$ cat src/design/quadtree_path_codec_core_assert.svh
// Assertion macros for the quadtree path codec
`ifndef QUADTREE_PATH_CODEC_CORE_ASSERT_SVH
`define QUADTREE_PATH_CODEC_CORE_ASSERT_SVH

`ifndef SYNTH
// Same-cycle implication, disabled in reset
`define QPC_ASSERT_NOW(lbl, clk_s, rst_s, ante, cons) \
    lbl: assert property (@(posedge clk_s) disable iff (!(rst_s)) (ante) |-> (cons)) \
        else $error("quadtree path codec: same-cycle check failed");
// Next-cycle implication, disabled in reset
`define QPC_ASSERT_NEXT(lbl, clk_s, rst_s, ante, cons) \
    lbl: assert property (@(posedge clk_s) disable iff (!(rst_s)) (ante) |=> (cons)) \
        else $error("quadtree path codec: next-cycle check failed");
`else
`define QPC_ASSERT_NOW(lbl, clk_s, rst_s, ante, cons)
`define QPC_ASSERT_NEXT(lbl, clk_s, rst_s, ante, cons)
`endif

`endif

$ cat src/design/qpc_pkg.sv
`default_nettype none

package qpc_pkg;

    // Field widths
    localparam int LEVEL_W       = 5;
    localparam int COORD_W       = 24;
    localparam int PATH_W        = 64;
    localparam int LEVEL_FIELD_W = 16;
    localparam int DEEPEST_LEVEL = 24;
    localparam int DIGITS_W      = 2 * COORD_W;

    // Operation codes
    typedef enum logic [1:0] {
        OP_ENCODE  = 2'd0,
        OP_DECODE  = 2'd1,
        OP_CONVERT = 2'd2
    } qpc_op_t;

    // One registered request
    typedef struct packed {
        logic [1:0]         op;
        logic [LEVEL_W-1:0] level;
        logic [COORD_W-1:0] row;
        logic [COORD_W-1:0] col;
        logic [PATH_W-1:0]  path;
    } qpc_req_t;

    // One result
    typedef struct packed {
        logic [PATH_W-1:0]  path;
        logic [LEVEL_W-1:0] level;
        logic [COORD_W-1:0] row;
        logic [COORD_W-1:0] col;
        logic               invalid;
    } qpc_res_t;

endpackage

`default_nettype wire

$ cat src/design/quadtree_path_codec_core.sv
// Quadtree path codec core.
// A taken transaction passes the input register and then the result register, which raises done.
// Throughput: one transaction per cycle; busy is always low, so start may be high every cycle.
// The result sits on the ports for one cycle only; the receiver cannot stall.
// Reset: rst_n asynchronous active low clears the input and result valid flags.
`default_nettype none

`include "quadtree_path_codec_core_assert.svh"

module quadtree_path_codec_core
    import qpc_pkg::*;
(
    input  wire                clk,
    input  wire                rst_n,
    input  wire                start,
    output logic               busy,
    input  wire [1:0]          op,
    input  wire [LEVEL_W-1:0]  level_in,
    input  wire [COORD_W-1:0]  row_in,
    input  wire [COORD_W-1:0]  col_in,
    input  wire [PATH_W-1:0]   path_in,
    output logic               done,
    output logic [PATH_W-1:0]  path_out,
    output logic [LEVEL_W-1:0] level_out,
    output logic [COORD_W-1:0] row_out,
    output logic [COORD_W-1:0] col_out,
    output logic               invalid
);

    qpc_req_t req_reg;
    qpc_req_t req_next;
    logic     req_valid_reg;
    qpc_res_t res_comb;
    qpc_res_t res_reg;
    logic     res_valid_reg;
    logic     accept;

    // Never stalls
    assign busy   = 1'b0;
    assign accept = start && !busy;

    assign req_next = '{op: op, level: level_in, row: row_in, col: col_in, path: path_in};

    // Input register valid
    always_ff @(posedge clk or negedge rst_n)
    begin
        if (!rst_n)
            req_valid_reg <= 1'b0;
        else
            req_valid_reg <= accept;
    end

    // Input register payload
    always_ff @(posedge clk)
    begin
        if (accept)
            req_reg <= req_next;
    end

    qpc_datapath u_datapath
    (
        .req (req_reg),
        .res (res_comb)
    );

    // Result register valid
    always_ff @(posedge clk or negedge rst_n)
    begin
        if (!rst_n)
            res_valid_reg <= 1'b0;
        else
            res_valid_reg <= req_valid_reg;
    end

    // Result register payload
    always_ff @(posedge clk)
    begin
        if (req_valid_reg)
            res_reg <= res_comb;
    end

    assign done      = res_valid_reg;
    assign path_out  = res_reg.path;
    assign level_out = res_reg.level;
    assign row_out   = res_reg.row;
    assign col_out   = res_reg.col;
    assign invalid   = res_reg.invalid;

    // Checks
    `QPC_ASSERT_NEXT(a_start_gives_done, clk, rst_n, accept, ##1 done)
    `QPC_ASSERT_NOW(a_invalid_zeroes, clk, rst_n, done && invalid,
        path_out == '0 && level_out == '0 && row_out == '0 && col_out == '0)
    `QPC_ASSERT_NOW(a_level_range, clk, rst_n, done, level_out <= LEVEL_W'(DEEPEST_LEVEL))

endmodule

`default_nettype wire

$ cat src/design/qpc_datapath.sv
`default_nettype none

module qpc_datapath
    import qpc_pkg::*;
(
    input  wire qpc_req_t req,
    output qpc_res_t      res
);

    // Digit vector: digit i (LSB-aligned) pairs row bit i and column bit i
    logic [DIGITS_W-1:0]      enc_digits;
    logic [DIGITS_W-1:0]      dec_digits;
    logic [COORD_W-1:0]       dec_row;
    logic [COORD_W-1:0]       dec_col;
    logic [LEVEL_W:0]         enc_shamt;
    logic [LEVEL_W:0]         path_shamt;
    logic [PATH_W-1:0]        enc_path;
    logic [PATH_W-1:0]        dec_shifted;
    logic [PATH_W-1:0]        used_mask;
    logic [PATH_W-1:0]        conv_path;
    logic                     enc_bad;
    logic                     path_bad;

    // Level checks
    assign enc_bad  = (req.level > LEVEL_W'(DEEPEST_LEVEL));
    assign path_bad = (req.path[LEVEL_FIELD_W-1:0] > LEVEL_FIELD_W'(DEEPEST_LEVEL));

    // Shift that moves the digit field so the used digits fill the top of the path, digit 0 lowest
    assign enc_shamt  = (LEVEL_W+1)'(2 * DEEPEST_LEVEL) - {req.level, 1'b0};
    assign path_shamt = (LEVEL_W+1)'(2 * DEEPEST_LEVEL) - {req.path[LEVEL_W-1:0], 1'b0};

    // Encode: digit high bit is row, low bit is row ^ col
    always_comb
    begin
        for (int i = 0; i < COORD_W; i++)
        begin
            enc_digits[2*i+1] = req.row[i];
            enc_digits[2*i]   = req.row[i] ^ req.col[i];
        end
    end

    // Digits above the level fall off the top of the shift
    assign enc_path = ({enc_digits, {LEVEL_FIELD_W{1'b0}}} << enc_shamt)
                    | {{(PATH_W-LEVEL_W){1'b0}}, req.level};

    // Decode: right-align the used digits, upper digits read as zero
    assign dec_shifted = req.path >> path_shamt;
    assign dec_digits  = dec_shifted[PATH_W-1:LEVEL_FIELD_W];

    always_comb
    begin
        for (int i = 0; i < COORD_W; i++)
        begin
            dec_row[i] = dec_digits[2*i+1];
            dec_col[i] = dec_digits[2*i+1] ^ dec_digits[2*i];
        end
    end

    // Conversion: within the used digits, a set high bit flips the low bit (2 <-> 3)
    assign used_mask = ~({PATH_W{1'b0}} | ({PATH_W{1'b1}} >> {req.path[LEVEL_W-1:0], 1'b0}));
    assign conv_path = req.path
                     ^ ((req.path >> 1) & used_mask & {(PATH_W/2){2'b01}});

    // Result select
    always_comb
    begin
        res = '0;
        unique case (qpc_op_t'(req.op))
            OP_ENCODE:
            begin
                if (enc_bad)
                    res.invalid = 1'b1;
                else
                    res.path = enc_path;
            end
            OP_DECODE:
            begin
                if (path_bad)
                    res.invalid = 1'b1;
                else
                begin
                    res.level = req.path[LEVEL_W-1:0];
                    res.row   = dec_row;
                    res.col   = dec_col;
                end
            end
            OP_CONVERT:
            begin
                if (path_bad)
                    res.invalid = 1'b1;
                else
                    res.path = conv_path;
            end
            default:
            begin
                res = '0;
            end
        endcase
    end

endmodule

`default_nettype wire
$ cat config.mk
export PLATFORM = sky130hd
export DESIGN_NAME = quadtree_path_codec_core
export DESIGN_NICKNAME = d
export VERILOG_FILES = /design/src/design/qpc_pkg.sv /design/src/design/quadtree_path_codec_core.sv /design/src/design/qpc_datapath.sv
export VERILOG_INCLUDE_DIRS = /design/src /design/src/design
export SDC_FILE = /design/constraint.sdc
export NUM_CORES = 1
export LEC_CHECK = 0
export BUFFER_PORTS_ARGS = -buffer_cell sky130_fd_sc_hd__buf_2
export CAP_MARGIN = 10
export CORE_MARGIN = 3
export CORE_UTILIZATION = 30
export DETAILED_ROUTE_END_ITERATION = 7
export SETUP_SLACK_MARGIN = 0.05
export SKIP_CTS_REPAIR_TIMING = 1
export SLEW_MARGIN = 20
export SYNTH_ARGS = -nofsm -noshare
export SYNTH_HDL_FRONTEND = slang
export SYNTH_SLANG_ARGS = --single-unit
$ cat constraint.sdc
create_clock -name clk -period 4.8 [get_ports clk]
set_input_delay 0.24 -clock clk [delete_from_list [all_inputs] [get_ports clk]]
set_output_delay 0.24 -clock clk [all_outputs]
set_load 0.05 [all_outputs]
**Word-level counts from Yosys, hierarchy flattened**

Cells that the tools add are included.
Widths: inputs -> output; s select.

- Multiplexer cells: 6
- Bitwise operators: 53
- Shift operators: 3
- Reduce and logical (&&, ||, !) cells: 3
- Equality and inequality tests: 2
- Add/sub/neg operators: 2
- Order comparisons: 2

Operator list:

| operator | number |
|---|---|
| $mux 64 | 2 |
| $pmux 64 s2 | 1 |
| $or 64x5->64 | 1 |
| $shl 64x6->64 | 1 |
| $shr 64x6->63 const A | 1 |
| $shr 64x6->64 | 1 |
| $xor 64x63->64 | 1 |
| $and 63x63->63 | 1 |
| $not 63->63 | 1 |
| $xor 1x1->1 | 48 |
| $gt 16x5->1 const B | 1 |
| $sub 6x6->6 const A | 2 |
| $gt 5x5->1 const B | 1 |
| $reduce_or 2->1 | 2 |
| $eq 2x1->1 const B | 1 |
| $eq 2x2->1 const B | 1 |
| $logic_not 2->1 | 1 |
| $mux 1 | 2 |
| $pmux 1 s2 | 1 |
| $not 1->1 | 1 |

- Register bits after elaboration: 239
- Logic and storage cells: 83

**Logic depth before layout (Yosys ltp)**

- Depth in word-level cells: 6
- Mapped depth: 13

**Modules after synthesis**

Synthesis repeated with hierarchy kept, for this count alone.

- Cell total of the unflattened synthesis: 1133
- Area, all modules: 13706.9 um^2

By module, submodules not included:

| module | area an instance (um^2) | cells an instance | instances |
|---|---|---|---|
| quadtree_path_codec_core | 7178.1 | 241 | 1 |
| qpc_datapath | 6528.8 | 892 | 1 |

**Worst setup path before layout**

OpenSTA, ideal clock, no wires.

- Path kind: reg-to-reg
- Start point: register req_reg[0] (netlist name)
- End point: register res_reg (netlist bit col_out[13]) (data pin)
- Slack: 1.447 ns
- Data required time: 4.534 ns
- Clock period less this slack: 3.353 ns
- Arrival time: 3.087 ns
- Stages on the path, launching flop included: 13
- Cell sequence: edfxtp_1 buf_6 inv_1 buf_1 ha_1 ha_1 inv_1 clkbuf_1 mux4_2 nand2_1 nand3_1 xnor2_1 nor2_1

- Longest elaborated chain between the ends: 3
- Elaborated cells on any way between the ends: 5
- Classes of those cells: add/sub (1); order compare (1); shift (1); bitwise (1); reduce/logical (1)

RTL lines:

| item | line | text |
|---|---|---|
| from (decl) | quadtree_path_codec_core.sv:30 | `qpc_req_t req_reg;` |
| from (signal assigned) | quadtree_path_codec_core.sv:57 | `req_reg <= req_next;` |
| $sub 6x6->6 | qpc_datapath.sv:30 | `assign path_shamt = (LEVEL_W+1)'(2 * DEEPEST_LEVEL) - {req.path[LEVEL_W-1:0], 1'b0};` |
| $shr 64x6->64 | qpc_datapath.sv:47 | `assign dec_shifted = req.path >> path_shamt;` |
| $xor 1x1->1 | qpc_datapath.sv:55 | `dec_col[i] = dec_digits[2*i+1] ^ dec_digits[2*i];` |
| to (signal assigned) | quadtree_path_codec_core.sv:79 | `res_reg <= res_comb;` |
| to (decl) | quadtree_path_codec_core.sv:34 | `qpc_res_t res_reg;` |

Parallel ways exist; a longest one is shown, timed or not.
A chain may end at the register's enable or synchronous reset.

**Worst setup path after layout**

- Start point: register req_reg[1] (netlist name)
- End point: register res_reg (netlist bit col_out[3]) (data pin)

Same word-level chain as after synthesis.

==> results.toml <==
[cts]
numCtsBuffers = 27
cts_sinks = 239
clk_latency_ns = 0.55
cts-root-buf = "clkbuf_16"
clk_pin_slew_worst_paths_ns = 0.06
clock_path_buffers = 3
cts_max_level = 1
cts_tree = "built"

[synth]
synth_cell_type_count = 66
ys_seq_area_share_pct = 53.2
ys_ff_latch = 239
synthArstFlopShare_pct = 0.837
synth_compound_area_share_pct = 11.7
yosysTopAreaCell = "edfxtp_1"
netlist.area_leader.share_pct = 52.8
synth.mux.area_fraction_pct = 16.0
synthSimpleGateAreaFrac_pct = 10.1
synth_top_family_by_area = "multiplexers"
synth_edf_count = 237
synth_area_sq_mm = 0.0135
synth_area_leaders = "edfxtp_1, mux4_2, mux2i_1"
yosys.area_share.adder_pct = 0.928
synth.avg_cell_area_sq_um = 12.3
synthTopCellsByCount = "edfxtp_1, nand2_1, nor2_1"
synth_xor_area_share_pct = 5.00
netlist_instances = 1098
ys_warn_count = 0
yosysMostFrequentCell = "edfxtp_1"
ys.flop_type = "edfxtp_1"

[global_routing]
grt_max_degree = 77
grt-ovfl-total = 0
antenna_found_initial = 1
grt_pass1_wl_um = 66700
grt_usage_pct = 18.7
grt_pass1_vias = 9914

[power]
p_leak_nw = 6.45
fin_total_pwr_mw = 6.58
peakVddDrop_mv = 0.251
powerDensity_mw_per_mm2 = 377

[floorplan]
start_util_pct = 30.4
core_sq_mm = 0.0443
die-area_sq_mm = 0.0475
die_x_um = 218
chipHeight_um = 218
rows = 77
ios = 242

[timing]
final-setup-viol-count = 0
period_needed_ns = 3.86
hold_viol_final = 0
skew_ns = 0.0215
tightest_slew_ns = 1.01
fin_setup_tns_ns = 0
maxSlewHeadroom_pct = 32.7
slew_violations = 0
fin_crit_sh_pct = 80.4
max_freq_ghz = 0.259
rsz0062_at_grt = "false"

[detailed_routing]
wl_um = 47400
drc = 0
viasPerCell = 5.25
vias = 10800
highest_layer = "met4"
ant_nets = 0
drt-initial-drc-count = 1200
wire_per_inst_um = 23.0
wl_met1_um = 20800
first_pass_iters = 6
dr_wl_met2_um = 21400
wl_met3_um = 3660

[placed_design]
hpwl_um = 34500
routabilityCongestion = 0.957
port_buffers = 240

[layout]
fin_nets = 1582
drive_above_1_share_pct = 27.6
areaGrowthSynthToFinish_pct = 29.4
largest_register_ffs = 119
final.fill_count = 4308

[critical_path]
critPathArrivalTime_ns = 4.13
cp.required_ns = 5.06
critPathKind = "reg -> reg"
max_stage_delay_ns = 1.00
end_kind = "flip-flop"
startpoint_type = "flip-flop"
critPathBufInv = 2
critical_path.top_delay_family = "compound AO/OA/AOI/OAI gates"
slowest_stage = "ha_2"
critPathMaxFanout = 36
crit_chain = "inv_1 -> ha_2 -> buf_12 -> mux2i_1 -> o221ai_1 -> a221oi_1 -> xnor2_1 -> nor2_1"

[flow_run]
maxCapViolCount = 0

[status]
outcome = "complete, no violations"

[hold_path]
min_path_type = "in -> reg"
==> routing by layer <==
metal	vias to the layer above	track usage, %
met3	90	3.18
met5	-	0
met4	0	5.96
met1	5273	26.8
met2	556	29.0
li1	4903	-
==> logic make-up (layout without fill, tap and decap cells) <==
family / count (synthesis) / after routing
buffers and inverters: 91 / 451
and+or+nand+nor: 306 / 306
AOI/OAI and AO/OA: 234 / 234
xor gates and xnor gates: 77 / 77
other: 1 / 13
DFF: 239 / 239
adders and majority gates: 10 / 10
muxes: 140 / 140
==> power breakdown <==
| group | switching (mW) | internal, mW | total [mW] | leakage, nW |
|---|---|---|---|---|
| Clock | 0.838 | 1.24 | 2.08 | 0.430 |
| Combinational | 1.16 | 0.706 | 1.87 | 3.71 |
| Sequential | 0.163 | 2.47 | 2.63 | 2.31 |
| Total | 2.16 | 4.42 | 6.58 | 6.45 |
==> metrics by stage <==
| stage | cells | setup slack [ns] | utilization, % | cell area, sq um | hold WS (ns) |
|---|---|---|---|---|---|
| finish | 2062 | 0.939 | 39.4 | 17400 | 0.371 |
| global route | 2062 | 0.792 | 39.4 | 17400 | 0.373 |
| CTS | 1939 | 0.993 | 36.6 | 16200 | -0.546 |
| detailed placement | 1891 | 1.01 | 34.6 | 15300 | 0.0561 |
| global placement | 1891 | 1.07 | 34.6 | 15300 | 0.0526 |
| floorplan | 1109 | 1.45 | - | 13500 | -0.0556 |
==> worst paths after layout <==
| check | startpoint | to | slack, ns | cells after the start |
|---|---|---|---|---|
| worst min register to register | req_reg[116] | path_out[4] | 0.70 | 1 |
| min in group asynchronous | rst_n | done | 0.55 | 3 |
| worst min-delay path | start | req_reg[13] | 0.37 | 1 |
| worst max-delay path | req_reg[1] | col_out[3] | 0.94 | 8 |
| max in group asynchronous | rst_n | req_valid_reg | 3.53 | 4 |
| worst max register to register | req_reg[1] | col_out[3] | 0.94 | 8 |
==> final cells by class <==
| class | instances | area [sq um] | share of cell area (%) |
|---|---|---|---|
| sequential | 239 | 7170 | 41.1 |
| tap | 592 | 741 | 4.25 |
| antenna | 1 | 2.50 | 0.0143 |
| timing repair buffer | 385 | 2610 | 15.0 |
| clock buffer | 30 | 687 | 3.94 |
| clock inverter | 18 | 204 | 1.17 |
| inverter | 18 | 67.6 | 0.387 |
| multi-input combinational | 779 | 5960 | 34.2 |
==> placed cells by master, fill, tap and decap left out, types with 14 or more instances in the layout <==
master         synthesis  layout
clkbuf_16              0      27
mux2_2                26      26
buf_2                 17     239
buf_4                  7      23
mux4_2                56      56
xnor2_1               36      35
nor3_1                16      16
o21ai_0               55      55
xor2_1                41      40
nand2_1              124     124
mux2i_1               57      57
nor2_1                91      91
o221ai_1              14      14
inv_1                 14      14
o211ai_1              28      28
a21oi_1               40      40
nand3_1               19      19
dlygate4sd3_1          0     122
edfxtp_1             237     237
Power figures use the tool's default switching activity.
